### config.mk
export PLATFORM = sky130hd
export DESIGN_NAME = spi_dma_controller_registers_flat
export DESIGN_NICKNAME = d
export VERILOG_FILES = /design/src/hdl/sdcr_pkg.sv /design/src/hdl/sdcr_req_if.sv /design/src/hdl/sdcr_rsp_if.sv /design/src/hdl/sdcr_regfile.sv /design/src/hdl/spi_dma_controller_registers.sv /design/src/flat_wrapper.sv
export SDC_FILE = /design/constraint.sdc
export NUM_CORES = 1
export LEC_CHECK = 0
export BUFFER_PORTS_ARGS = -buffer_cell sky130_fd_sc_hd__buf_2
export CORE_ASPECT_RATIO = 0.75
export CORE_MARGIN = 3
export CORE_UTILIZATION = 50
export DETAILED_ROUTE_END_ITERATION = 12
export HOLD_SLACK_MARGIN = 0.03
export PLACE_DENSITY_LB_ADDON = 0.1
export SETUP_SLACK_MARGIN = 0.2
export SYNTH_ARGS = -nofsm -noshare
export SYNTH_HDL_FRONTEND = slang
export SYNTH_SLANG_ARGS = --single-unit
### constraint.sdc
create_clock -name clk_i -period 6.9 [get_ports clk_i]
set_clock_uncertainty 0.05 [all_clocks]
set_input_delay 1.38 -clock clk_i [delete_from_list [all_inputs] [get_ports clk_i]]
set_output_delay 1.38 -clock clk_i [all_outputs]
set_load 0.02 [all_outputs]
### src/hdl/sdcr_pkg.sv
// Package with the register map, masks, reset values and beat types of the register block.
`timescale 1ns / 1ps
package sdcr_pkg;

  localparam int TargetCount = 4;
  localparam int MaxTransfer = 65536;
  localparam int RegCount    = 20;
  localparam int LenW        = 17;
  localparam int AddrW       = 36;
  localparam int IdxW        = 5;

  localparam logic [IdxW-1:0] IxCtrl        = 5'd0;
  localparam logic [IdxW-1:0] IxModes       = 5'd1;
  localparam logic [IdxW-1:0] IxConfig      = 5'd2;
  localparam logic [IdxW-1:0] IxStatus      = 5'd3;
  localparam logic [IdxW-1:0] IxCpuConfig   = 5'd4;
  localparam logic [IdxW-1:0] IxTimings     = 5'd5;
  localparam logic [IdxW-1:0] IxIrqEnable   = 5'd6;
  localparam logic [IdxW-1:0] IxDma         = 5'd7;
  localparam logic [IdxW-1:0] IxInstrModes  = 5'd8;
  localparam logic [IdxW-1:0] IxInstrCs     = 5'd9;
  localparam logic [IdxW-1:0] IxInstrLen    = 5'd10;
  localparam logic [IdxW-1:0] IxInstrParams = 5'd11;
  localparam logic [IdxW-1:0] IxTxLo        = 5'd12;
  localparam logic [IdxW-1:0] IxTxHi        = 5'd13;
  localparam logic [IdxW-1:0] IxRxLo        = 5'd14;
  localparam logic [IdxW-1:0] IxRxHi        = 5'd15;
  localparam logic [IdxW-1:0] IxAxiId       = 5'd16;
  localparam logic [IdxW-1:0] IxVersion     = 5'd18;
  localparam logic [IdxW-1:0] IxCpuTimings  = 5'd19;

  localparam int UnlockBit   = 15;
  localparam int DmaGoBit    = 31;
  localparam int StDoneBit   = 16;
  localparam int StFinishBit = 17;
  localparam int HoldBit     = 0;
  localparam int DoneBit     = 1;
  localparam int SendBit     = 2;
  localparam int RecvBit     = 3;

  typedef struct packed {
    logic        known;
    logic [31:0] rd;
    logic [31:0] wr;
    logic [31:0] lock;
    logic [31:0] clr;
  } masks_t;

  typedef struct packed {
    logic        valid;
    logic        is_write;
    logic [7:0]  offset;
    logic [31:0] wdata;
  } access_t;

  typedef struct packed {
    logic [31:0]      read_data;
    logic             irq_level;
    logic [3:0]       chip_select_lines;
    logic             xfer_start;
    logic             xfer_send;
    logic             xfer_receive;
    logic [LenW-1:0]  xfer_length;
    logic [AddrW-1:0] xfer_source_addr;
    logic [AddrW-1:0] xfer_dest_addr;
    logic [1:0]       xfer_target;
  } result_t;

  function automatic masks_t reg_masks(logic [IdxW-1:0] idx);
    masks_t m;
    m = '{known: 1'b1, rd: 32'hFFFF_FFFF, wr: 32'h0, lock: 32'h0, clr: 32'h0};
    case (idx)
      IxCtrl: begin
        m.rd   = 32'h7FC0_0F03;
        m.wr   = 32'h7FC0_0F03;
        m.lock = 32'h7FC0_0F00;
      end
      IxModes:     m.wr = 32'h0;
      IxConfig: begin
        m.rd = 32'hFFFF_FFF0;
        m.wr = 32'h0000_000F;
      end
      IxStatus:    m.clr = 32'hFFFF_DA00;
      IxCpuConfig: begin
        m.wr   = 32'h07FF_FFFF;
        m.lock = 32'h07FF_7FFF;
      end
      IxTimings:   m.wr = 32'h0;
      IxIrqEnable: m.wr = 32'hFFFF_FE00;
      IxDma: begin
        m.rd  = 32'h7FFF_FFFE;
        m.wr  = 32'h8000_0002;
        m.clr = 32'h0000_0001;
      end
      IxInstrModes:  m.wr = 32'h0000_07FF;
      IxInstrCs:     m.wr = 32'h0000_0003;
      IxInstrLen:    m.wr = 32'h0000_FFFF;
      IxInstrParams: m.wr = 32'h0000_1FFF;
      IxTxLo:        m.wr = 32'hFFFF_FFFF;
      IxTxHi:        m.wr = 32'h0000_000F;
      IxRxLo:        m.wr = 32'hFFFF_FFFF;
      IxRxHi:        m.wr = 32'h0000_000F;
      IxAxiId:       m.wr = 32'h0000_FFFF;
      IxVersion:     m.wr = 32'h0;
      IxCpuTimings: begin
        m.wr   = 32'h07FF_FF00;
        m.lock = 32'h07FF_FF00;
      end
      default:     m = '0;
    endcase
    return m;
  endfunction

  function automatic logic [31:0] reg_reset(logic [IdxW-1:0] idx);
    logic [31:0] v;
    case (idx)
      IxVersion:    v = 32'h1012_0343;
      IxStatus:     v = 32'h0000_0046;
      IxCpuConfig:  v = 32'h0011_0303;
      IxTimings:    v = 32'h0070_4111;
      IxCpuTimings: v = 32'h0070_4100;
      default:      v = 32'h0;
    endcase
    return v;
  endfunction

endpackage

### src/hdl/sdcr_req_if.sv
// Request channel interface: one register access per beat.
`timescale 1ns / 1ps
interface sdcr_req_if;
  logic        valid;
  logic        ready;
  logic        req_type;
  logic [7:0]  reg_offset;
  logic [31:0] write_data;

  modport source(output valid, output req_type, output reg_offset, output write_data,
                 input ready);
  modport sink(input valid, input req_type, input reg_offset, input write_data,
               output ready);
endinterface

### src/hdl/sdcr_rsp_if.sv
// Response channel interface: one access result per beat.
`timescale 1ns / 1ps
interface sdcr_rsp_if;
  logic        valid;
  logic        ready;
  logic [31:0] read_data;
  logic        irq_level;
  logic [3:0]  chip_select_lines;
  logic        xfer_start;
  logic        xfer_send;
  logic        xfer_receive;
  logic [16:0] xfer_length;
  logic [35:0] xfer_source_addr;
  logic [35:0] xfer_dest_addr;
  logic [1:0]  xfer_target;

  modport source(output valid, output read_data, output irq_level, output chip_select_lines,
                 output xfer_start, output xfer_send, output xfer_receive, output xfer_length,
                 output xfer_source_addr, output xfer_dest_addr, output xfer_target,
                 input ready);
  modport sink(input valid, input read_data, input irq_level, input chip_select_lines,
               input xfer_start, input xfer_send, input xfer_receive, input xfer_length,
               input xfer_source_addr, input xfer_dest_addr, input xfer_target,
               output ready);
endinterface

### src/hdl/sdcr_regfile.sv
// Register array, interrupt and chip select state with the access and launch logic.
`timescale 1ns / 1ps
module sdcr_regfile
  import sdcr_pkg::*;
(
  input  logic    clk_i,
  input  logic    rst_ni,
  input  access_t acc_i,
  output result_t res_o
);

  localparam logic [3:0] TgtMask = 4'((1 << TargetCount) - 1);

  logic [31:0]     regs_q [RegCount];
  logic [31:0]     regs_d [RegCount];
  logic            irq_q, irq_d;
  logic [3:0]      sel_q, sel_d;

  logic [5:0]      word_idx;
  logic [IdxW-1:0] idx;
  masks_t          m;
  logic            known;
  logic [31:0]     v;
  logic [31:0]     wmask;
  logic [31:0]     cleared;
  logic [31:0]     wword;
  logic            wr_en;
  logic            launch;
  logic [31:0]     params;
  logic [1:0]      target;
  logic [LenW-1:0] len;
  logic [31:0]     stat_set;

  assign word_idx = acc_i.offset[7:2];
  assign idx      = word_idx[IdxW-1:0];
  assign m        = reg_masks(idx);
  assign known    = (word_idx[5] == 1'b0) && m.known;
  assign v        = acc_i.wdata << {acc_i.offset[1:0], 3'b000};
  assign wr_en    = acc_i.valid && acc_i.is_write && known;
  assign cleared  = regs_q[idx] & ~(v & m.clr);
  assign wmask    = regs_q[IxCpuConfig][UnlockBit] ? m.wr : (m.wr & ~m.lock);
  assign wword    = (cleared & ~wmask) | (v & wmask);
  assign launch   = wr_en && (idx == IxDma) && v[DmaGoBit];

  assign params = regs_q[IxInstrParams];
  assign target = regs_q[IxInstrCs][1:0];

  always_comb begin
    len = {1'b0, regs_q[IxInstrLen][15:0]};
    if ((len == '0) || (len > LenW'(MaxTransfer))) begin
      len = LenW'(MaxTransfer);
    end
  end

  always_comb begin
    stat_set = 32'h0;
    stat_set[StFinishBit] = 1'b1;
    stat_set[StDoneBit]   = params[DoneBit] || (regs_q[IxIrqEnable] != 32'h0);
  end

  always_comb begin
    regs_d = regs_q;
    irq_d  = irq_q;
    sel_d  = sel_q;
    if (wr_en) begin
      regs_d[idx] = wword;
      if (idx == IxConfig) begin
        sel_d = sel_q | (v[3:0] & TgtMask);
      end else if (idx == IxStatus) begin
        if (v[StDoneBit] || v[StFinishBit]) begin
          irq_d = 1'b0;
        end
      end
    end
    if (launch) begin
      regs_d[IxStatus] = regs_q[IxStatus] | stat_set;
      if (int'(target) < TargetCount) begin
        sel_d[target] = !params[HoldBit];
      end
      if (regs_q[IxIrqEnable] != 32'h0) begin
        irq_d = 1'b1;
      end
    end
  end

  always_comb begin
    res_o = '0;
    if (!acc_i.is_write && (acc_i.offset[1:0] == 2'b00) && known) begin
      res_o.read_data = regs_q[idx] & m.rd;
    end
    res_o.irq_level         = irq_d;
    res_o.chip_select_lines = sel_d;
    if (launch) begin
      res_o.xfer_start       = 1'b1;
      res_o.xfer_send        = params[SendBit];
      res_o.xfer_receive     = params[RecvBit];
      res_o.xfer_length      = len;
      res_o.xfer_source_addr = {regs_q[IxTxHi][3:0], regs_q[IxTxLo]};
      res_o.xfer_dest_addr   = {regs_q[IxRxHi][3:0], regs_q[IxRxLo]};
      res_o.xfer_target      = target;
    end
  end

  always_ff @(posedge clk_i or negedge rst_ni) begin
    if (!rst_ni) begin
      for (int i = 0; i < RegCount; i++) begin
        regs_q[i] <= reg_reset(IdxW'(i));
      end
      irq_q <= 1'b0;
      sel_q <= 4'hF;
    end else if (acc_i.valid) begin
      regs_q <= regs_d;
      irq_q  <= irq_d;
      sel_q  <= sel_d;
    end
  end

endmodule

### src/hdl/spi_dma_controller_registers.sv
// Top level of the SPI controller register block with the DMA command launcher.
// Each request beat is one 32-bit register read or write and yields exactly one response
// beat. A beat passes an input register and then a result register before its response
// appears; one beat is accepted in every cycle while responses are taken. A write of DMA
// bit 31 returns the transfer command in the same response beat as the write itself.
`timescale 1ns / 1ps
module spi_dma_controller_registers
  import sdcr_pkg::*;
(
  input  logic   clk_i,
  input  logic   rst_ni,
  sdcr_req_if.sink   req_i,
  sdcr_rsp_if.source rsp_o
);

  logic    s1_valid_q;
  access_t s1_q;
  access_t acc;
  logic    out_valid_q;
  result_t out_q;
  result_t res;
  logic    adv;

  assign adv         = s1_valid_q && (!out_valid_q || rsp_o.ready);
  assign req_i.ready = !s1_valid_q || adv;

  always_comb begin
    acc       = s1_q;
    acc.valid = adv;
  end

  sdcr_regfile u_regfile (
    .clk_i (clk_i),
    .rst_ni(rst_ni),
    .acc_i (acc),
    .res_o (res)
  );

  always_ff @(posedge clk_i or negedge rst_ni) begin
    if (!rst_ni) begin
      s1_valid_q  <= 1'b0;
      out_valid_q <= 1'b0;
    end else begin
      if (req_i.ready) begin
        s1_valid_q <= req_i.valid;
      end
      if (adv) begin
        out_valid_q <= 1'b1;
      end else if (rsp_o.ready) begin
        out_valid_q <= 1'b0;
      end
    end
  end

  always_ff @(posedge clk_i) begin
    if (req_i.valid && req_i.ready) begin
      s1_q.valid    <= 1'b1;
      s1_q.is_write <= req_i.req_type;
      s1_q.offset   <= req_i.reg_offset;
      s1_q.wdata    <= req_i.write_data;
    end
    if (adv) begin
      out_q <= res;
    end
  end

  assign rsp_o.valid             = out_valid_q;
  assign rsp_o.read_data         = out_q.read_data;
  assign rsp_o.irq_level         = out_q.irq_level;
  assign rsp_o.chip_select_lines = out_q.chip_select_lines;
  assign rsp_o.xfer_start        = out_q.xfer_start;
  assign rsp_o.xfer_send         = out_q.xfer_send;
  assign rsp_o.xfer_receive      = out_q.xfer_receive;
  assign rsp_o.xfer_length       = out_q.xfer_length;
  assign rsp_o.xfer_source_addr  = out_q.xfer_source_addr;
  assign rsp_o.xfer_dest_addr    = out_q.xfer_dest_addr;
  assign rsp_o.xfer_target       = out_q.xfer_target;

endmodule

### src/flat_wrapper.sv
// flat-port wrapper written by rule: the top's interface ports become plain ports
module spi_dma_controller_registers_flat import sdcr_pkg::*;
  (clk_i, rst_ni, req_i_valid, req_i_req_type, req_i_reg_offset, req_i_write_data, req_i_ready, rsp_o_valid, rsp_o_read_data, rsp_o_irq_level, rsp_o_chip_select_lines, rsp_o_xfer_start, rsp_o_xfer_send, rsp_o_xfer_receive, rsp_o_xfer_length, rsp_o_xfer_source_addr, rsp_o_xfer_dest_addr, rsp_o_xfer_target, rsp_o_ready);
  sdcr_req_if req_i_i ();
  sdcr_rsp_if rsp_o_i ();
  input  logic clk_i;
  input  logic rst_ni;
  input wire logic [$bits(req_i_i.valid)-1:0] req_i_valid;
  input wire logic [$bits(req_i_i.req_type)-1:0] req_i_req_type;
  input wire logic [$bits(req_i_i.reg_offset)-1:0] req_i_reg_offset;
  input wire logic [$bits(req_i_i.write_data)-1:0] req_i_write_data;
  output wire logic [$bits(req_i_i.ready)-1:0] req_i_ready;
  output wire logic [$bits(rsp_o_i.valid)-1:0] rsp_o_valid;
  output wire logic [$bits(rsp_o_i.read_data)-1:0] rsp_o_read_data;
  output wire logic [$bits(rsp_o_i.irq_level)-1:0] rsp_o_irq_level;
  output wire logic [$bits(rsp_o_i.chip_select_lines)-1:0] rsp_o_chip_select_lines;
  output wire logic [$bits(rsp_o_i.xfer_start)-1:0] rsp_o_xfer_start;
  output wire logic [$bits(rsp_o_i.xfer_send)-1:0] rsp_o_xfer_send;
  output wire logic [$bits(rsp_o_i.xfer_receive)-1:0] rsp_o_xfer_receive;
  output wire logic [$bits(rsp_o_i.xfer_length)-1:0] rsp_o_xfer_length;
  output wire logic [$bits(rsp_o_i.xfer_source_addr)-1:0] rsp_o_xfer_source_addr;
  output wire logic [$bits(rsp_o_i.xfer_dest_addr)-1:0] rsp_o_xfer_dest_addr;
  output wire logic [$bits(rsp_o_i.xfer_target)-1:0] rsp_o_xfer_target;
  input wire logic [$bits(rsp_o_i.ready)-1:0] rsp_o_ready;
  assign req_i_i.valid = req_i_valid;
  assign req_i_i.req_type = req_i_req_type;
  assign req_i_i.reg_offset = req_i_reg_offset;
  assign req_i_i.write_data = req_i_write_data;
  assign req_i_ready = req_i_i.ready;
  assign rsp_o_valid = rsp_o_i.valid;
  assign rsp_o_read_data = rsp_o_i.read_data;
  assign rsp_o_irq_level = rsp_o_i.irq_level;
  assign rsp_o_chip_select_lines = rsp_o_i.chip_select_lines;
  assign rsp_o_xfer_start = rsp_o_i.xfer_start;
  assign rsp_o_xfer_send = rsp_o_i.xfer_send;
  assign rsp_o_xfer_receive = rsp_o_i.xfer_receive;
  assign rsp_o_xfer_length = rsp_o_i.xfer_length;
  assign rsp_o_xfer_source_addr = rsp_o_i.xfer_source_addr;
  assign rsp_o_xfer_dest_addr = rsp_o_i.xfer_dest_addr;
  assign rsp_o_xfer_target = rsp_o_i.xfer_target;
  assign rsp_o_i.ready = rsp_o_ready;
  spi_dma_controller_registers u_core (.clk_i(clk_i), .rst_ni(rst_ni), .req_i(req_i_i), .rsp_o(rsp_o_i));
endmodule
# Yosys cells after proc, flatten, opt, wreduce, memory -nomap -nowiden
# Cells that the tools add are included.
word_totals:
  inputBits: 45
  wordCells: 141
  output_inout_bits: 133
  reg_bits: 819
classes:
  n_bitwise: 15
  mux: 30
  eq_ne: 18
  magnitude_cmp: 5
  n_reduce_logical: 34
  n_shift: 1
op_table:
  columns: ["cell", "count"]
  rows:
  - ["bitwise mux 640 bit", 1]
  - ["2-to-1 mux 544 bit", 1]
  - ["one-hot mux 32 bit (11 select lines)", 1]
  - ["AND 32 bit", 6]
  - ["binary-select mux 32 bit (select 5 bit)", 1]
  - ["demux 32 bit (select 5 bit)", 1]
  - ["2-to-1 mux 32 bit", 5]
  - ["one-hot mux 32 bit (4 select lines)", 1]
  - ["inverter 32 bit", 3]
  - ["2-to-1 mux 94 bit", 1]
  - ["one-hot mux 31 bit (3 select lines)", 1]
  - ["one-hot mux 32 bit (2 select lines)", 1]
  - ["== test 5 x 4 -> 1 bit (second input constant)", 8]
  - ["OR 32 x 18 -> 32 bit", 1]
  - ["OR 32 bit", 1]
  - ["nonzero test 32 bit", 1]
  - ["<< shifter 32 x 5 -> 32 bit", 1]
  - ["== test 5 x 3 -> 1 bit (second input constant)", 4]
  - ["OR reduction 19 bit", 1]
  - ["> comparator 16 x 17 -> 1 bit (second input constant)", 1]
  - ["2-to-1 mux 17 bit", 1]
  - ["zero test 16 bit", 1]
  - ["OR reduction 16 bit", 1]
  - ["== test 5 bit (second input constant)", 3]
  - ["other kinds (22)", 56]

# Longest topological paths before layout
logic_depth:
  depth_word: 11
  ltp_mapped: 11
  ltp_nobuf: 8

# Hierarchy
# Synthesis repeated with hierarchy kept, for this count alone.
hier_totals:
  hier_cells: 2686
  hier_area_um2: 33529.7
by_module_without_submodules:
  columns: ["module", "cells_each", "seq_area_each_um2", "instances", "area_each_um2"]
  rows:
  - ["sdcr_regfile", 2506, 16181.8, 1, 28260.9]
  - ["spi_dma_controller_registers", 180, 5215.0, 1, 5268.8]

# Worst setup path after synthesis
# OpenSTA, ideal clock, no wires.
synth_path:
  kind: "in2reg"
  startpoint: "in rsp_o_ready"
  endpoint: "reg u_core.out_q (netlist bit u_core.rsp_o.chip_select_lines[0]) (enable)"
  cell_stages: 2
  required_ps: 6226
  n_path_buf: 0
  slack_ps: -670
  arrival_time_ps: 6896
  path_cell_list: "nor2b_4 > nor2_1"
synth_rtl:
  columns: ["item", "line_no", "source"]
  rows:
  - ["start, declared", "flat_wrapper.sv:24", "input wire logic [$bits(rsp_o_i.ready)-1:0] rsp_o_ready;"]
  - ["end signal, assigned", "spi_dma_controller_registers.sv:63", "out_q <= res;"]
  - ["end, declared", "spi_dma_controller_registers.sv:20", "result_t out_q;"]

# Worst setup path after layout
layout_path:
  startpoint: "reg u_core.s1_q (netlist bit u_core.acc[34])"
  endpoint: "reg u_core.u_regfile.regs_q[542] (netlist bit)"
layout_between:
  elab_chain_cells: 11
layout_rtl:
  columns: ["item", "line_no", "source"]
  rows:
  - ["start, declared", "spi_dma_controller_registers.sv:17", "access_t s1_q;"]
  - ["== test 5 x 2 -> 1 bit (tied with other cells)", "sdcr_pkg.sv:72", "case (idx)"]
  - ["OR reduction 3 bit (no line) (tied with other cells)", null, null]
  - ["one-hot mux 32 bit (11 select lines) or inverter 32 bit (tied branches)", "sdcr_pkg.sv:72, sdcr_regfile.sv:41", null]
  - ["AND 32 bit", "sdcr_regfile.sv:41", "assign wmask = regs_q[IxCpuConfig][UnlockBit] ? m.wr : (m.wr & ~m.lock);"]
  - ["2-to-1 mux 32 bit", "sdcr_regfile.sv:41", null]
  - ["inverter 32 bit", "sdcr_regfile.sv:42", "assign wword = (cleared & ~wmask) | (v & wmask);"]
  - ["AND 32 bit", "sdcr_regfile.sv:42", null]
  - ["OR 32 bit", "sdcr_regfile.sv:42", null]
  - ["bitwise mux 640 bit", "sdcr_regfile.sv:66", "regs_d[idx] = wword;"]
  - ["2-to-1 mux 544 bit", "sdcr_regfile.sv:65", "if (wr_en) begin"]
  - ["2-to-1 mux 32 bit", "sdcr_regfile.sv:75", "if (launch) begin"]
  - ["end signal, assigned by index", "sdcr_regfile.sv:107", "regs_q[i] <= reg_reset(IdxW'(i));"]
  - ["end signal, assigned", "sdcr_regfile.sv:112", "regs_q <= regs_d;"]
  - ["end, declared", "sdcr_regfile.sv:14", "logic [31:0] regs_q [RegCount];"]
# Parallel ways exist; a longest one is shown, timed or not. The select of a mux whose other input is x is not followed.
# A chain may end at the register's enable or synchronous reset.

==> results.sh <==
export IMPL_cts_clk_slew_worst_paths_ns=0.07
export IMPL_fmax_ghz=0.263
export IMPL_p_leak_nw=16.5
export IMPL_postSynthCellCount=2799
export IMPL_postRouteAntennaNets=0
export IMPL_cap_violations=0
export IMPL_grt_pass1_wl_mm=129
export IMPL_grt_max_degree=169
export IMPL_wirelength_mm=84.7
export IMPL_async_flop_share=0.790
export IMPL_rsz0062_at_grt="false"
export IMPL_routedWlPerCell_um=24.3
export IMPL_crit_arrival_ns=4.32
export IMPL_timing_rr_end="u_core.u_regfile.regs_q[542]$_DFFE_PN0P_"
export IMPL_overflow=0
export IMPL_gp_congestion=0.865
export IMPL_dp_hpwl_mm=56.1
export IMPL_reg2regPathDepth=7
export IMPL_clk_latency_ns=0.62
export IMPL_num_io_pins=178
export IMPL_cts_buffers_inserted=80
export IMPL_cp_end_kind="flop"
export IMPL_cp_start_kind="flop"
export IMPL_antenna_found_initial=1
export IMPL_p_switching_w=0.00250
export IMPL_cts_resized=0
export IMPL_crit_path_max_fanout=37
export IMPL_vias=19900
export IMPL_cp_endpoint="u_core.u_regfile.regs_q[542]$_DFFE_PN0P_"
export IMPL_vias_per_cell=5.71
export IMPL_synth_fp_nets=2844
export IMPL_io_buffers=177
export IMPL_grt_use_total=0.244
export IMPL_first_pass_iters=6
export IMPL_die_h_um=231
export IMPL_layout_common_cells="dfrtp_1, nand2_1, mux2i_1"
export IMPL_rrSetupSlack_ns=3.09
export IMPL_fin_tns_setup_ns=0
export IMPL_yosysUniqueCellTypes=73
export IMPL_ys_ff_latch=819
export IMPL_fin_crit_ns=3.81
export IMPL_layout_drive_gt1_share=0.188
export IMPL_avgSynthCellArea_um2=12.0
export IMPL_cts_sinks=819
export IMPL_p_seq_frac=0.499
export IMPL_synth_edf_count=172
export IMPL_pwr_share_clk=0.421
export IMPL_finalMaxSlewViolations=0
export IMPL_worstHoldPathType="reg2reg"
export IMPL_tightest_slew_ns=1.35
export IMPL_core_rowCount=81
export IMPL_dieArea_um2=70500
export IMPL_root_buffer="clkbuf_16"
export IMPL_synth_ff_type="dfrtp_1"
export IMPL_mostFrequentLayoutCell="dfrtp_1"
export IMPL_post_cts_buffers=0
export IMPL_syn_area_um2=33600
export IMPL_core_um2=65900
export IMPL_remaining_drc_errors=0
export IMPL_cts_max_level=3
export IMPL_yosysWarnings=0
export IMPL_combPwrFrac=0.079
export IMPL_nNetsFinal=2589
export IMPL_area_growth_pct=7.85
export IMPL_status="completed"
export IMPL_setup_viol=0
export IMPL_start_util=0.511
export IMPL_crit_type="reg2reg"
export IMPL_cts_tree="built"
export IMPL_final_hold_viol_count=0
export IMPL_startpoint="u_core.acc[34]$_DFFE_PP_"
export IMPL_swShare=0.240
export IMPL_worstReg2RegStart="u_core.acc[34]$_DFFE_PP_"
export IMPL_die_w_um=306
export IMPL_max_clock_path_buffers=3
export IMPL_grt_pass1_vias=19900
export IMPL_relSlewSlack=0.101
export IMPL_internal_power_w=0.00791
export IMPL_drt_iter0_drc=1771
export IMPL_post_route_period_util=0.552
export IMPL_whs_ns=0.315
export IMPL_holdBufCountCts=0
export IMPL_ys_seq_area_frac=0.636
export IMPL_peakVddDrop_mv=0.201
export IMPL_p_per_area_nw_per_um2=287
export IMPL_required_ns=7.42
==> worst min path at each step <==
stage	from	to	slack, ns	cells after the start
after floorplan	u_core.u_regfile.regs_q[144]$_DFFE_PN0P_	u_core.u_regfile.regs_q[144]$_DFFE_PN0P_	0.37	1
after global placement	u_core.u_regfile.regs_q[60]$_DFFE_PN1P_	u_core.u_regfile.regs_q[60]$_DFFE_PN1P_	0.31	0
after detailed placement	u_core.u_regfile.regs_q[456]$_DFFE_PN1P_	u_core.u_regfile.regs_q[456]$_DFFE_PN1P_	0.31	0
after CTS	u_core.u_regfile.regs_q[456]$_DFFE_PN1P_	u_core.u_regfile.regs_q[456]$_DFFE_PN1P_	0.32	0
after global routing	u_core.u_regfile.regs_q[49]$_DFFE_PN1P_	u_core.u_regfile.regs_q[49]$_DFFE_PN1P_	0.32	0
final	u_core.u_regfile.regs_q[468]$_DFFE_PN1P_	u_core.u_regfile.regs_q[468]$_DFFE_PN1P_	0.31	0
==> registers in the layout (all words and copies together) (netlist names), 17 cells and up <==
register                       flops
u_core.u_regfile.params           32
u_core.u_regfile.regs_q          608
u_core.rsp_o.xfer_source_addr     36
u_core.rsp_o.xfer_dest_addr       36
u_core.rsp_o.xfer_length          17
u_core.acc                        41
u_core.rsp_o.read_data            32
==> power groups by stage <==
stage               combinational [W]  clock [W]  sequential (W)
floorplan                    0.000445          0         0.00533
global placement             0.000812          0         0.00528
detailed placement           0.000823          0         0.00529
CTS                          0.000826    0.00447         0.00520
global route                 0.000895    0.00469         0.00521
finish                       0.000826    0.00439         0.00520
==> final cells by class <==
cell class,count,area [um2]
Fill cell,5452,29600
Sequential cell,819,21400
Multi-Input combinational cell,1422,9900
Clock buffer,113,2320
Timing Repair Buffer,213,1220
Tap cell,871,1090
Clock inverter,36,323
Inverter,8,30.0
Antenna cell,2,5.00
==> cell families (layout without fill, tap and decap cells) <==
group | Yosys count | in the layout | synth area share
buffers and inverters | 558 | 370 | 0.0718
DFF | 819 | 819 | 0.636
other | 0 | 2 | 0
and+or+nand+nor | 646 | 646 | 0.0918
AOI/OAI and AO/OA | 451 | 451 | 0.0837
muxes | 325 | 325 | 0.117
==> cells in the mapped netlist, types with 13 or more instances <==
master / count / area [um2]
and2_1: 82 / 513
o21ai_0: 148 / 741
dfrtp_1: 614 / 15400
buf_2: 55 / 275
a22oi_1: 85 / 638
buf_6: 17 / 191
mux4_2: 51 / 1150
mux2_2: 28 / 315
nand2_1: 285 / 1070
nor2_1: 89 / 334
nand3_1: 69 / 345
nor4_1: 14 / 87.6
a21oi_1: 61 / 305
and3_1: 34 / 213
clkbuf_1: 438 / 1640
edfxtp_1: 172 / 5160
buf_4: 28 / 210
dfstp_2: 33 / 867
o31ai_1: 13 / 97.6
a31oi_1: 31 / 194
nor2b_1: 20 / 125
o21ai_1: 37 / 185
mux2i_1: 245 / 2450
==> layer usage <==
metal	track usage	share of wire
met1	0.395	0.49
met2	0.337	0.42
met3	0.0533	0.079
met4	0.0470	0.016
met5	0	0
==> stage by stage <==
stage	util	area, um2	total power, W	setup slack, ns	std cells
final	0.551	36300	0.0104	3.09	3484
after detailed placement	0.511	33600	0.00611	2.63	3333
after CTS	0.551	36300	0.0105	3.04	3482
after floorplan	-	33600	0.00577	1.59	2799
after global placement	0.511	33600	0.00609	2.70	3333
after global routing	0.551	36300	0.0108	2.83	3482
==> worst max-delay path: stages (launching register included) <==
cell and delay (ns):
edfxtp_1 0.32, buf_4 0.43, buf_4 0.68, inv_1 0.46
nor2_1 0.38, nand3_1 0.72, nor4b_1 0.51, a21o_1 0.12
No activity file was read; power rests on OpenSTA's default activity.
